### config.mk
export PLATFORM = sky130hd
export DESIGN_NAME = cpu_io_math_irq_registers
export DESIGN_NICKNAME = d
export VERILOG_FILES = /design/src/rtl/cior_pkg.sv /design/src/rtl/cior_ctrl.sv /design/src/rtl/cior_dp.sv /design/src/rtl/cpu_io_math_irq_registers.sv
export SDC_FILE = /design/constraint.sdc
export NUM_CORES = 1
export LEC_CHECK = 0
export ABC_AREA = 1
export BUFFER_PORTS_ARGS = -buffer_cell sky130_fd_sc_hd__buf_4
export CORE_MARGIN = 5
export CORE_UTILIZATION = 39
export CTS_CLUSTER_SIZE = 24
export DETAILED_ROUTE_END_ITERATION = 8
export PLACE_DENSITY = 0.67
export SYNTH_ARGS = -nofsm -noshare
export SYNTH_HDL_FRONTEND = slang
export SYNTH_HIERARCHICAL = 1
export SYNTH_SLANG_ARGS = --single-unit
### constraint.sdc
create_clock -name clk_i -period 5.9 [get_ports clk_i]
set_input_delay 0.885 -clock clk_i [delete_from_list [all_inputs] [get_ports clk_i]]
set_output_delay 0.885 -clock clk_i [all_outputs]
set_load 0.005 [all_outputs]
### src/rtl/cior_pkg.sv
// ----------------------------------------------------------------------------
// CPU I/O register block package
// Shared command codes, register offsets, controller states and the
// command/status structs between the controller and the datapath.
// ----------------------------------------------------------------------------
package cior_pkg;

  // Item commands.
  localparam logic [1:0] CMD_READ  = 2'd0;
  localparam logic [1:0] CMD_WRITE = 2'd1;
  localparam logic [1:0] CMD_NMI   = 2'd2;
  localparam logic [1:0] CMD_IRQ   = 2'd3;

  // Register offsets.
  localparam logic [4:0] OFF_NMITIMEN = 5'h00;
  localparam logic [4:0] OFF_WRIO     = 5'h01;
  localparam logic [4:0] OFF_WRMPYA   = 5'h02;
  localparam logic [4:0] OFF_WRMPYB   = 5'h03;
  localparam logic [4:0] OFF_WRDIVL   = 5'h04;
  localparam logic [4:0] OFF_WRDIVH   = 5'h05;
  localparam logic [4:0] OFF_WRDIVB   = 5'h06;
  localparam logic [4:0] OFF_HTIMEL   = 5'h07;
  localparam logic [4:0] OFF_HTIMEH   = 5'h08;
  localparam logic [4:0] OFF_VTIMEL   = 5'h09;
  localparam logic [4:0] OFF_VTIMEH   = 5'h0a;
  localparam logic [4:0] OFF_RDNMI    = 5'h10;
  localparam logic [4:0] OFF_TIMEUP   = 5'h11;
  localparam logic [4:0] OFF_HVBJOY   = 5'h12;
  localparam logic [4:0] OFF_RDIO     = 5'h13;
  localparam logic [4:0] OFF_RDDIVL   = 5'h14;
  localparam logic [4:0] OFF_RDDIVH   = 5'h15;
  localparam logic [4:0] OFF_RDMPYL   = 5'h16;
  localparam logic [4:0] OFF_RDMPYH   = 5'h17;
  localparam logic [4:0] OFF_JOY1L    = 5'h18;
  localparam logic [4:0] OFF_JOY1H    = 5'h19;
  localparam logic [4:0] OFF_JOY2L    = 5'h1a;
  localparam logic [4:0] OFF_JOY2H    = 5'h1b;

  // Beam constants.
  localparam int unsigned HBLANK_START   = 1024;
  localparam int unsigned VBLANK_START   = 225;
  localparam int unsigned VBLANK_START_OS = 240;
  localparam int unsigned STATUS_STEP    = 64;

  typedef enum logic [1:0] {
    ST_IDLE,
    ST_DIV,
    ST_DONE
  } ctrl_state_e;

  // Controller to datapath.
  typedef struct packed {
    logic accept;    // capture item and perform the non-iterative work
    logic div_step;  // one restoring-division step
    logic finish;    // write quotient and remainder
  } dp_cmd_t;

  // Datapath to controller.
  typedef struct packed {
    logic div_start; // accepted item starts a division
    logic div_last;  // current step is the last one
  } dp_status_t;

  function automatic logic [15:0] reverse16(input logic [15:0] w);
    logic [15:0] r;
    for (int i = 0; i < 16; i++) r[i] = w[15-i];
    return r;
  endfunction

endpackage

### src/rtl/cior_ctrl.sv
// ----------------------------------------------------------------------------
// CPU I/O register block controller
// Sequences acceptance, the sixteen division steps and the result word.
// ----------------------------------------------------------------------------
module cior_ctrl (
  input  logic                clk_i,
  input  logic                rst_ni,
  input  logic                in_valid,
  output logic                in_stall,
  output logic                out_valid,
  input  logic                out_stall,
  input  cior_pkg::dp_status_t status_i,
  output cior_pkg::dp_cmd_t    cmd_o
);
  import cior_pkg::*;

  ctrl_state_e state_q, state_d;

  always_ff @(posedge clk_i or negedge rst_ni) begin
    if (!rst_ni) begin
      state_q <= ST_IDLE;
    end else begin
      state_q <= state_d;
    end
  end

  // Next state.
  always_comb begin
    state_d = state_q;
    unique case (state_q)
      ST_IDLE: begin
        if (in_valid) state_d = status_i.div_start ? ST_DIV : ST_DONE;
      end
      ST_DIV: begin
        if (status_i.div_last) state_d = ST_DONE;
      end
      ST_DONE: begin
        if (!out_stall) state_d = ST_IDLE;
      end
      default: state_d = ST_IDLE;
    endcase
  end

  // Outputs.
  always_comb begin
    in_stall        = (state_q != ST_IDLE);
    out_valid       = (state_q == ST_DONE);
    cmd_o.accept    = (state_q == ST_IDLE) && in_valid;
    cmd_o.div_step  = (state_q == ST_DIV);
    cmd_o.finish    = (state_q == ST_DIV) && status_i.div_last;
  end

endmodule

### src/rtl/cior_dp.sv
// ----------------------------------------------------------------------------
// CPU I/O register block datapath
// Registers, beam counter, multiplier, iterative divider and result word.
// ----------------------------------------------------------------------------
module cior_dp #(
  parameter int unsigned LINE_CYCLES = 1364,
  parameter int unsigned FRAME_LINES = 262
) (
  input  logic                 clk_i,
  input  logic                 rst_ni,
  input  logic                 overscan_i,
  input  cior_pkg::dp_cmd_t     cmd_i,
  output cior_pkg::dp_status_t  status_o,
  input  logic [1:0]           command_i,
  input  logic [4:0]           reg_offset_i,
  input  logic [7:0]           write_data_i,
  input  logic [15:0]          pad1_state_i,
  input  logic [15:0]          pad2_state_i,
  output logic [7:0]           read_data_o,
  output logic                 counter_latched_o,
  output logic [8:0]           latched_h_o,
  output logic [8:0]           latched_v_o,
  output logic                 nmi_enable_o,
  output logic                 h_irq_enable_o,
  output logic                 v_irq_enable_o,
  output logic                 auto_joy_enable_o,
  output logic [8:0]           h_timer_value_o,
  output logic [8:0]           v_timer_value_o
);
  import cior_pkg::*;

  logic [10:0] beam_h_q;
  logic [8:0]  beam_v_q;
  logic        vblank_q, nmi_flag_q, irq_flag_q, latch_q;
  logic [3:0]  en_q;
  logic [7:0]  mul_a_q;
  logic [15:0] prod_q, divd_q, quot_q;
  logic [8:0]  htime_q, vtime_q;
  logic [7:0]  rd_q;
  logic        lat_q;
  logic [8:0]  lh_q, lv_q;
  // Divider working registers.
  logic [15:0] dq_q;
  logic [7:0]  dr_q;
  logic [7:0]  rem_q;
  logic [3:0]  cnt_q;

  // Beam advance for a status read (by STATUS_STEP) or latch (one whole line).
  logic        is_rd, is_wr, status_rd, latch_fall;
  logic [11:0] h_sum;
  logic [10:0] h_next;
  logic        h_wrap;
  logic [8:0]  v_inc, v_next;
  logic        vb_next;

  assign is_rd      = command_i == CMD_READ;
  assign is_wr      = command_i == CMD_WRITE;
  assign status_rd  = is_rd && reg_offset_i == OFF_HVBJOY;
  assign latch_fall = is_wr && reg_offset_i == OFF_WRIO && !write_data_i[7] && latch_q;

  always_comb begin
    if (latch_fall) begin
      h_next = beam_h_q;
      h_wrap = 1'b1;
      h_sum  = 12'(beam_h_q);
    end else begin
      h_sum  = 12'(beam_h_q) + 12'(STATUS_STEP);
      h_wrap = h_sum >= 12'(LINE_CYCLES);
      h_next = h_wrap ? 11'(h_sum - 12'(LINE_CYCLES)) : h_sum[10:0];
    end
    v_inc   = beam_v_q + 9'(h_wrap);
    v_next  = (10'(beam_v_q) + 10'(h_wrap) >= 10'(FRAME_LINES)) ? 9'd0 : v_inc;
    vb_next = v_next >= (overscan_i ? 9'(VBLANK_START_OS) : 9'(VBLANK_START));
  end

  // Division step: restoring, one quotient bit per cycle.
  logic [8:0]  trial;
  logic        fits;
  assign trial = {rem_q, dq_q[15]};
  assign fits  = trial >= {1'b0, dr_q};
  assign status_o.div_start = is_wr && reg_offset_i == OFF_WRDIVB && write_data_i != 8'd0;
  assign status_o.div_last  = cnt_q == 4'd15;

  logic [15:0] rev1, rev2;
  assign rev1 = reverse16(pad1_state_i);
  assign rev2 = reverse16(pad2_state_i);

  // Control and flag registers.
  always_ff @(posedge clk_i or negedge rst_ni) begin
    if (!rst_ni) begin
      beam_h_q   <= '0;
      beam_v_q   <= '0;
      vblank_q   <= 1'b0;
      nmi_flag_q <= 1'b0;
      irq_flag_q <= 1'b0;
      en_q       <= '0;
      latch_q    <= 1'b0;
      mul_a_q    <= 8'hff;
      prod_q     <= 16'hfe01;
      divd_q     <= 16'hffff;
      quot_q     <= 16'h0101;
      htime_q    <= 9'h1ff;
      vtime_q    <= 9'h1ff;
    end else if (cmd_i.accept) begin
      if (status_rd || latch_fall) begin
        beam_h_q <= h_next;
        beam_v_q <= v_next;
        vblank_q <= vb_next;
      end
      unique case (command_i)
        CMD_NMI: nmi_flag_q <= 1'b1;
        CMD_IRQ: irq_flag_q <= 1'b1;
        CMD_READ: begin
          if (reg_offset_i == OFF_RDNMI)  nmi_flag_q <= 1'b0;
          if (reg_offset_i == OFF_TIMEUP) irq_flag_q <= 1'b0;
        end
        default: begin
          priority case (reg_offset_i)
            OFF_NMITIMEN: begin
              en_q <= {write_data_i[7], write_data_i[5], write_data_i[4], write_data_i[0]};
              if (!write_data_i[5] && !write_data_i[4]) irq_flag_q <= 1'b0;
            end
            OFF_WRIO:   latch_q <= write_data_i[7];
            OFF_WRMPYA: mul_a_q <= write_data_i;
            OFF_WRMPYB: prod_q  <= 16'(mul_a_q) * 16'(write_data_i);
            OFF_WRDIVL: divd_q[7:0]  <= write_data_i;
            OFF_WRDIVH: divd_q[15:8] <= write_data_i;
            OFF_WRDIVB: begin
              if (write_data_i == 8'd0) begin
                quot_q <= 16'hffff;
                prod_q <= divd_q;
              end
            end
            OFF_HTIMEL: htime_q[7:0] <= write_data_i;
            OFF_HTIMEH: htime_q[8]   <= write_data_i[0];
            OFF_VTIMEL: vtime_q[7:0] <= write_data_i;
            OFF_VTIMEH: vtime_q[8]   <= write_data_i[0];
            default: ;
          endcase
        end
      endcase
    end else if (cmd_i.finish) begin
      quot_q <= {dq_q[14:0], fits};
      prod_q <= {8'd0, fits ? 8'(trial - {1'b0, dr_q}) : trial[7:0]};
    end
  end

  // Divider iteration registers.
  always_ff @(posedge clk_i or negedge rst_ni) begin
    if (!rst_ni) begin
      cnt_q <= '0;
    end else if (cmd_i.accept) begin
      cnt_q <= '0;
      dq_q  <= divd_q;
      dr_q  <= write_data_i;
      rem_q <= '0;
    end else if (cmd_i.div_step) begin
      cnt_q <= cnt_q + 4'd1;
      dq_q  <= {dq_q[14:0], fits};
      rem_q <= fits ? 8'(trial - {1'b0, dr_q}) : trial[7:0];
    end
  end

  // Result word, captured at acceptance.
  always_ff @(posedge clk_i) begin
    if (cmd_i.accept) begin
      lat_q <= latch_fall;
      lh_q  <= latch_fall ? 9'(h_next >> 2) : 9'd0;
      lv_q  <= latch_fall ? v_next : 9'd0;
      if (is_rd) begin
        priority case (reg_offset_i)
          OFF_RDNMI:  rd_q <= {nmi_flag_q, 7'h02};
          OFF_TIMEUP: rd_q <= {irq_flag_q, 7'h00};
          OFF_HVBJOY: rd_q <= {vb_next, h_next >= 11'(HBLANK_START), 6'h00};
          OFF_RDIO:   rd_q <= {latch_q, 7'h00};
          OFF_RDDIVL: rd_q <= quot_q[7:0];
          OFF_RDDIVH: rd_q <= quot_q[15:8];
          OFF_RDMPYL: rd_q <= prod_q[7:0];
          OFF_RDMPYH: rd_q <= prod_q[15:8];
          OFF_JOY1L:  rd_q <= rev1[7:0];
          OFF_JOY1H:  rd_q <= rev1[15:8];
          OFF_JOY2L:  rd_q <= rev2[7:0];
          OFF_JOY2H:  rd_q <= rev2[15:8];
          default:    rd_q <= 8'd0;
        endcase
      end else begin
        rd_q <= 8'd0;
      end
    end
  end

  assign read_data_o       = rd_q;
  assign counter_latched_o = lat_q;
  assign latched_h_o       = lh_q;
  assign latched_v_o       = lv_q;
  assign nmi_enable_o      = en_q[3];
  assign v_irq_enable_o    = en_q[2];
  assign h_irq_enable_o    = en_q[1];
  assign auto_joy_enable_o = en_q[0];
  assign h_timer_value_o   = htime_q;
  assign v_timer_value_o   = vtime_q;

endmodule

### src/rtl/cpu_io_math_irq_registers.sv
// ----------------------------------------------------------------------------
// CPU I/O math and interrupt registers
// Top level: controller plus datapath, with the overscan register.
// ----------------------------------------------------------------------------
// Each input word is a register read, a register write or an NMI/IRQ flag
// event; each produces exactly one result word. The input channel is
// in_valid/in_stall, the result channel out_valid/out_stall. The result word
// is offered in the cycle after acceptance, or after the division steps for
// a divide by a nonzero divisor: the 16/8 divider resolves one quotient bit
// per cycle. One word is in flight at a time, so a new word is accepted only
// after the result of the last one has been taken. If the receiver stalls,
// the result holds and input stays stalled. Reset clears the beam, flags and
// enables, and loads the multiplier and divider registers and both timer
// compares with their power-up values. The overscan register is written
// through cfg_we/cfg_wdata; the user must write it only while idle, which
// the block does not enforce. It takes effect at the next beam movement.
// ----------------------------------------------------------------------------
module cpu_io_math_irq_registers #(
  parameter int unsigned LINE_CYCLES = 1364,
  parameter int unsigned FRAME_LINES = 262
) (
  input  logic        clk_i,
  input  logic        rst_ni,
  input  logic        cfg_we,
  input  logic        cfg_wdata,
  input  logic        in_valid,
  output logic        in_stall,
  input  logic [1:0]  command_i,
  input  logic [4:0]  reg_offset_i,
  input  logic [7:0]  write_data_i,
  input  logic [15:0] pad1_state_i,
  input  logic [15:0] pad2_state_i,
  output logic        out_valid,
  input  logic        out_stall,
  output logic [7:0]  read_data_o,
  output logic        counter_latched_o,
  output logic [8:0]  latched_h_o,
  output logic [8:0]  latched_v_o,
  output logic        nmi_enable_o,
  output logic        h_irq_enable_o,
  output logic        v_irq_enable_o,
  output logic        auto_joy_enable_o,
  output logic [8:0]  h_timer_value_o,
  output logic [8:0]  v_timer_value_o
);
  import cior_pkg::*;

  logic       overscan_q;
  dp_cmd_t    cmd;
  dp_status_t status;

  // Overscan register.
  always_ff @(posedge clk_i or negedge rst_ni) begin
    if (!rst_ni) begin
      overscan_q <= 1'b0;
    end else if (cfg_we) begin
      overscan_q <= cfg_wdata;
    end
  end

  cior_ctrl u_ctrl (
    .clk_i, .rst_ni, .in_valid, .in_stall, .out_valid, .out_stall,
    .status_i(status), .cmd_o(cmd)
  );

  cior_dp #(.LINE_CYCLES(LINE_CYCLES), .FRAME_LINES(FRAME_LINES)) u_dp (
    .clk_i, .rst_ni, .overscan_i(overscan_q), .cmd_i(cmd), .status_o(status),
    .command_i, .reg_offset_i, .write_data_i, .pad1_state_i, .pad2_state_i,
    .read_data_o, .counter_latched_o, .latched_h_o, .latched_v_o,
    .nmi_enable_o, .h_irq_enable_o, .v_irq_enable_o, .auto_joy_enable_o,
    .h_timer_value_o, .v_timer_value_o
  );

endmodule
==> flow_summary.json, run 1 <==
{
  "status": "finished clean",
  "synth_edf_count": 59,
  "grt_pass1_vias": 8267,
  "tightest_slew_ns": 0.796,
  "cp.arrival_ns": 5.01,
  "via_per_inst": 5.06,
  "synth_ff_type": "edfxtp_1",
  "async_flop_share_pct": 64.2,
  "area_delta_synth_final_pct": 15.8,
  "dp_hpwl_microns": 20300,
  "finalHoldViolations": 0,
  "start_kind": "flop",
  "ios": 104,
  "overflow": 0,
  "ys_types": 55,
  "clock.fmax_mhz": 216,
  "gp_congestion": 0.899,
  "ant_nets": 0,
  "avgSynthCellArea_sq_um": 8.46,
  "routed_wl_microns": 26800,
  "drc": 0,
  "final_max_slew_viol_count": 0,
  "endpoint_kind": "flop",
  "cts_htree_levels": 4,
  "cap_violations": 0,
  "ys_seq_elements": 165,
  "mostFrequentLayoutCell": "nand2_1",
  "path_class": "flop to flop",
  "die_w_microns": 173,
  "postCtsSetupBuffers": 0,
  "ctsResizeCount": 0,
  "portBuffers": 103,
  "nets": 1459,
  "drive_gt1_share_pct": 18.0,
  "drt_iter0_drc": 811,
  "min_period_ns": 4.63,
  "power.density_nw_per_um2": 294,
  "antenna_found_initial": 0,
  "ir_worst_vdd_uv": 232,
  "leakage_nw": 5.73,
  "syn_area_sq_um": 10400,
  "coreArea_sq_um": 26100,
  "rows": 59,
  "period_share_pct": 78.5,
  "grt_max_degree": 61,
  "insertedDiodeCount": 0,
  "setup-tns-final_ns": 0,
  "die_h_microns": 173,
  "cts_tree": "built",
  "die_area_sq_um": 30000,
  "yosysWarnings": 6,
  "grt_pass1_wl_microns": 43900,
  "clockRootBuffer": "clkbuf_16",
  "slew_headroom_pct": 46.8,
  "rsz0062_at_grt": "false",
  "cts_hold_buf": 0,
  "worstPathRequired_ns": 6.28,
  "ys_seq_area_share_pct": 43.3,
  "hp-class": "flop to flop",
  "fin_util_pct": 46.0,
  "layout_common_cells": "nand2_1, inv_1, nor2_1",
  "first_pass_iters": 5,
  "cts_sinks": 165,
  "skew_ns": 0.0118,
  "cts_buffers": 17,
  "path_clk_slew_ns": 0.07,
  "vias": 8399,
  "start_util_pct": 39.7,
  "groute.usage.overall_pct": 18.1,
  "setup_viol": 0,
  "clk-insertion-delay-late_ns": 0.43,
  "synthCells": 1227,
  "syn_nets": 1374,
  "wl_per_cell_microns": 16.1,
  "cts_buffer_depth": 2,
  "path_max_fanout": 9
}
-- synth_stat cells, drive strengths merged, types with 9 or more instances --
| library cell | count | area [sq um] |
|---|---|---|
| nand2 | 289 | 1100 |
| o22ai | 15 | 93.8 |
| nor3 | 10 | 66.3 |
| xnor2 | 10 | 95.1 |
| nor2 | 128 | 529 |
| xor2 | 15 | 131 |
| fa | 37 | 741 |
| a21oi | 41 | 224 |
| clkbuf | 31 | 118 |
| inv | 208 | 783 |
| nand3 | 35 | 190 |
| dfrtp | 54 | 1350 |
| edfxtp | 59 | 1770 |
| nand4 | 9 | 56.3 |
| buf | 10 | 61.3 |
| o21ai | 117 | 586 |
| ha | 57 | 713 |
| dfstp | 52 | 1370 |
-- layout make-up --
class | instances | area (sq um)
Timing Repair Buffer | 107 | 803
Sequential cell | 165 | 4490
Multi-Input combinational cell | 812 | 4930
Tap cell | 335 | 419
Clock inverter | 15 | 163
Fill cell | 2549 | 14100
Clock buffer | 17 | 425
Inverter | 209 | 787
-- stage by stage --
| step | std cells | setup slack, ns | cell area, sq um | hold WS, ns | total power, mW |
|---|---|---|---|---|---|
| final | 1660 | 1.27 | 12000 | 0.473 | 3.54 |
| after global routing | 1660 | 1.02 | 12000 | 0.511 | 3.76 |
| after CTS | 1660 | 1.29 | 12000 | 0.470 | 3.57 |
| after detailed placement | 1628 | 0.894 | 11400 | 0.460 | 2.45 |
| after global placement | 1628 | 0.967 | 11400 | 0.458 | 2.43 |
| after floorplan | 1227 | 1.09 | 10400 | 0.434 | 2.12 |
-- final timing paths --
check / startpoint / end / slack [ns] / cells after the start
min: u_dp/cnt_q[3] / u_dp/cnt_q[3] / 0.47 / 1
max in group asynchronous: rst_ni / u_dp/cnt_q[1] / 4.14 / 2
min reg2reg: u_dp/cnt_q[3] / u_dp/cnt_q[3] / 0.47 / 1
max: u_dp/mul_a_q[0] / u_dp/prod_q[14] / 1.27 / 17
max reg2reg: u_dp/mul_a_q[0] / u_dp/prod_q[14] / 1.27 / 17
min in group asynchronous: rst_ni / u_dp/prod_q[6] / 0.53 / 1
-- state kept, by name, indices dropped and copies added, names as in the netlist --
signal,cells
u_dp/latch_q,1
u_dp/en_q,4
u_dp/cnt_q,4
u_dp/beam_v_q,9
u_dp/latched_v_o,9
u_dp/divd_q,16
u_dp/counter_latched_o,1
u_dp/read_data_o,8
u_ctrl/state_q,2
u_dp/beam_h_q,9
u_dp/quot_q,16
u_dp/rem_q,8
u_dp/h_timer_value_o,9
u_dp/dr_q,8
u_dp/nmi_flag_q,1
u_dp/prod_q,16
u_dp/irq_flag_q,1
overscan_q,1
u_dp/dq_q,16
u_dp/v_timer_value_o,9
u_dp/latched_h_o,9
u_dp/mul_a_q,8
-- where the power goes --
part	internal (mW)	switching (mW)	leakage, nW
Sequential	1.45	0.126	1.78
Clock	0.601	0.505	0.281
Combinational	0.327	0.529	3.67
Total	2.38	1.16	5.73
-- kinds of logic after synthesis --
family	Yosys count	share of synthesized area, %
xor+xnor	25	2.18
buf+inv	250	9.31
flops	165	43.3
compound gates	218	12.3
simple gates	475	19.0
fa+ha+maj	94	14.0
-- worst max-delay path, stage by stage, from the launching register on --
cell and delay (ns):
dfstp_2 0.67, nand2_1 0.12, fa_1 0.51, fa_1 0.55
inv_1 0.05, fa_1 0.50, fa_1 0.51, ha_1 0.38
a21oi_1 0.22, o21ai_0 0.10, a21oi_1 0.21, o21ai_0 0.17
a21oi_1 0.16, nor2_1 0.05, nor2_1 0.11, xnor2_1 0.13
o21ai_1 0.07, nand2_1 0.06
-- routing by layer --
| metal | routed length [microns] | track usage, % | share of wire (%) |
|---|---|---|---|
| met1 | 12200 | 25.1 | 46 |
| met2 | 12500 | 29.1 | 47 |
| met3 | 1550 | 3.69 | 5.8 |
| met4 | 465 | 4.69 | 1.7 |
| met5 | 0 | 0 | 0 |
Power figures use the tool's default switching activity.
==> run 2, diff against run 1 <==
==> constraint.sdc (replaced) <==
create_clock -name clk_i -period 4.8 [get_ports clk_i]
set_input_delay 0.72 -clock clk_i [delete_from_list [all_inputs] [get_ports clk_i]]
set_output_delay 0.72 -clock clk_i [all_outputs]
set_load 0.005 [all_outputs]
==> run 2 against run 1 <==
Compared with the run above:
- flip-flop and latch count unchanged
- wire length up 1.7%
- combinational power up 24%
- first-iteration DRC count down 17%
- via count up 0.23%
- hold slack worse by 0.091 ns
- core utilization up 0.10 points
- die area unchanged
- sequential power up 22%
- register-to-register slack worse by 1.0 ns
- final cell count up 0.30%
- non-clock buffer count up 5
- highest routed layer unchanged
==> flow_summary.json, run 2 (synthesized netlist as in run 1, its figures left out) <==
{
  "setup-tns-final_ns": 0,
  "grt_max_degree": 61,
  "tightest_slew_ns": 0.798,
  "grt_pass1_wl_microns": 44500,
  "slew_headroom_pct": 46.7,
  "combPwrFrac_pct": 24.5,
  "path_max_fanout": 9,
  "hp-class": "input pin to asynchronous set/reset pin",
  "nets": 1464,
  "regToRegSetupSlack_ns": 0.24,
  "skew_ns": 0.0142,
  "vias": 8418,
  "rsz0062_at_grt": "false",
  "crit_chain": "nand2_1, fa_1, fa_1, inv_1, fa_1, fa_1, ha_1, a21oi_1, o21ai_0, a21oi_1, o21ai_1, a21oi_1, nor2_1, nor2_1, xnor2_1, o21ai_1, nand2_1",
  "stdcell_area_sq_um": 12000,
  "drc": 0,
  "cts_hold_buf": 0,
  "r2r_start": "u_dp/mul_a_q[3]",
  "placed_area_sq_um": 11500,
  "via_per_inst": 5.06,
  "ant_nets": 0,
  "period_share_pct": 95.1,
  "min_period_ns": 4.56,
  "overflow": 0,
  "n_fill_cell": 2596,
  "power.density_nw_per_um2": 360,
  "wl_per_cell_microns": 16.3,
  "cp_slowest_cell": "dfstp_2",
  "cts_buffer_depth": 2,
  "leakage_nw": 5.76,
  "wl_met3_microns": 1560,
  "clockRootBuffer": "clkbuf_16",
  "dp_hpwl_microns": 20700,
  "coreArea_sq_um": 26100,
  "internal-power_mw": 2.88,
  "fin_ws_ns": 0.236,
  "cts_sinks": 165,
  "groute.usage.overall_pct": 18.3,
  "cap_violations": 0,
  "die_h_microns": 173,
  "layout_common_cells": "nand2_1, inv_1, nor2_1",
  "gp_congestion": 0.868,
  "clk-insertion-delay-late_ns": 0.43,
  "area_delta_synth_final_pct": 16.0,
  "finalHoldViolations": 0,
  "dr.max_layer_used": "met4",
  "crit_top_cell": "fa_1",
  "insertedDiodeCount": 0,
  "final_max_slew_viol_count": 0,
  "drive_gt1_share_pct": 18.3,
  "wl_met1_microns": 12200,
  "first_pass_iters": 6,
  "wl_met2_microns": 13000,
  "r2r_end": "u_dp/prod_q[14]",
  "cts_tree": "built",
  "antenna_found_initial": 0,
  "mostFrequentLayoutCell": "nand2_1",
  "endpoint_kind": "flop",
  "path_clk_slew_ns": 0.07,
  "start_util_pct": 39.7,
  "reg2reg_depth": 17,
  "start_kind": "flop",
  "cts_buffers": 17,
  "total_power_mw": 4.33,
  "cp.arrival_ns": 4.94,
  "clock.fmax_mhz": 219,
  "ios": 104,
  "routed_wl_microns": 27200,
  "status": "finished clean",
  "ir_worst_vdd_uv": 267,
  "p_clk_share_pct": 30.9,
  "p_seq_share_pct": 44.6,
  "grt_pass1_vias": 8372,
  "die_area_sq_um": 30000,
  "switching_share_pct": 33.5,
  "cp_slowest_stage_delay_ns": 0.65,
  "path_class": "flop to flop",
  "fin_util_pct": 46.1,
  "p_sw_mw": 1.45,
  "cts_htree_levels": 4,
  "setup_viol": 0,
  "drt_iter0_drc": 670,
  "die_w_microns": 173,
  "portBuffers": 103,
  "dp_slack_ns": 0.0404,
  "rows": 59,
  "worstPathRequired_ns": 5.18
}
==> run 2: power groups by stage <==
stage                     clock [mW]  combinational, mW  sequential [mW]
final                           1.34               1.06             1.93
after global routing            1.42               1.21             1.96
after CTS                       1.36               1.07             1.93
after detailed placement           0               1.07             1.95
after global placement             0               1.04             1.95
after floorplan                    0              0.701             1.90
==> run 2: worst max-delay path: cells and delay by family (launching register included) <==
family                     cells  cell delay, ns
adders and majority gates      5            2.36
AOI/OAI and AO/OA              6            0.95
DFF                            1            0.65
and+or+nand+nor                4            0.33
xor gates and xnor gates       1            0.13
buffers and inverters          1            0.06
==> run 2: routing by layer <==
metal	vias up	GRT usage [%]
met5	-	0
met4	0	4.92
met3	37	3.32
met2	238	30.6
met1	4017	24.8
li1	4126	-
==> run 2: layout make-up <==
class / count / area (sq um) / share of cell area [%]
well taps: 335 / 419 / 3.48
multi-input cells: 812 / 4930 / 40.9
repair buffers: 112 / 841 / 6.98
clock buffers: 17 / 425 / 3.53
inverters: 209 / 787 / 6.53
flip-flops and latches: 165 / 4490 / 37.3
clock inverters: 15 / 151 / 1.26
==> run 2: worst max path at each step <==
| stage | start | end | cells past startpoint |
|---|---|---|---|
| floorplan | write_data_i[7] | u_dp/prod_q[14] | 18 |
| detailed placement | write_data_i[6] | u_dp/prod_q[14] | 18 |
| global placement | write_data_i[6] | u_dp/prod_q[14] | 18 |
| global route | u_dp/mul_a_q[1] | u_dp/prod_q[13] | 17 |
| CTS | u_dp/mul_a_q[2] | u_dp/prod_q[14] | 17 |
| finish | u_dp/mul_a_q[3] | u_dp/prod_q[14] | 17 |
==> run 2: what timing repair did <==
action | CTS | global route
endpoints found under the setup margin | 0 | 1
setup buffers | 0 | 1
resized for setup | 0 | 1
==> run 2: stage by stage <==
stage,hold WS (ns),std cells
detailed placement,0.458,1632
CTS,0.396,1664
floorplan,0.424,1227
global route,0.424,1665
global placement,0.455,1632
finish,0.382,1665
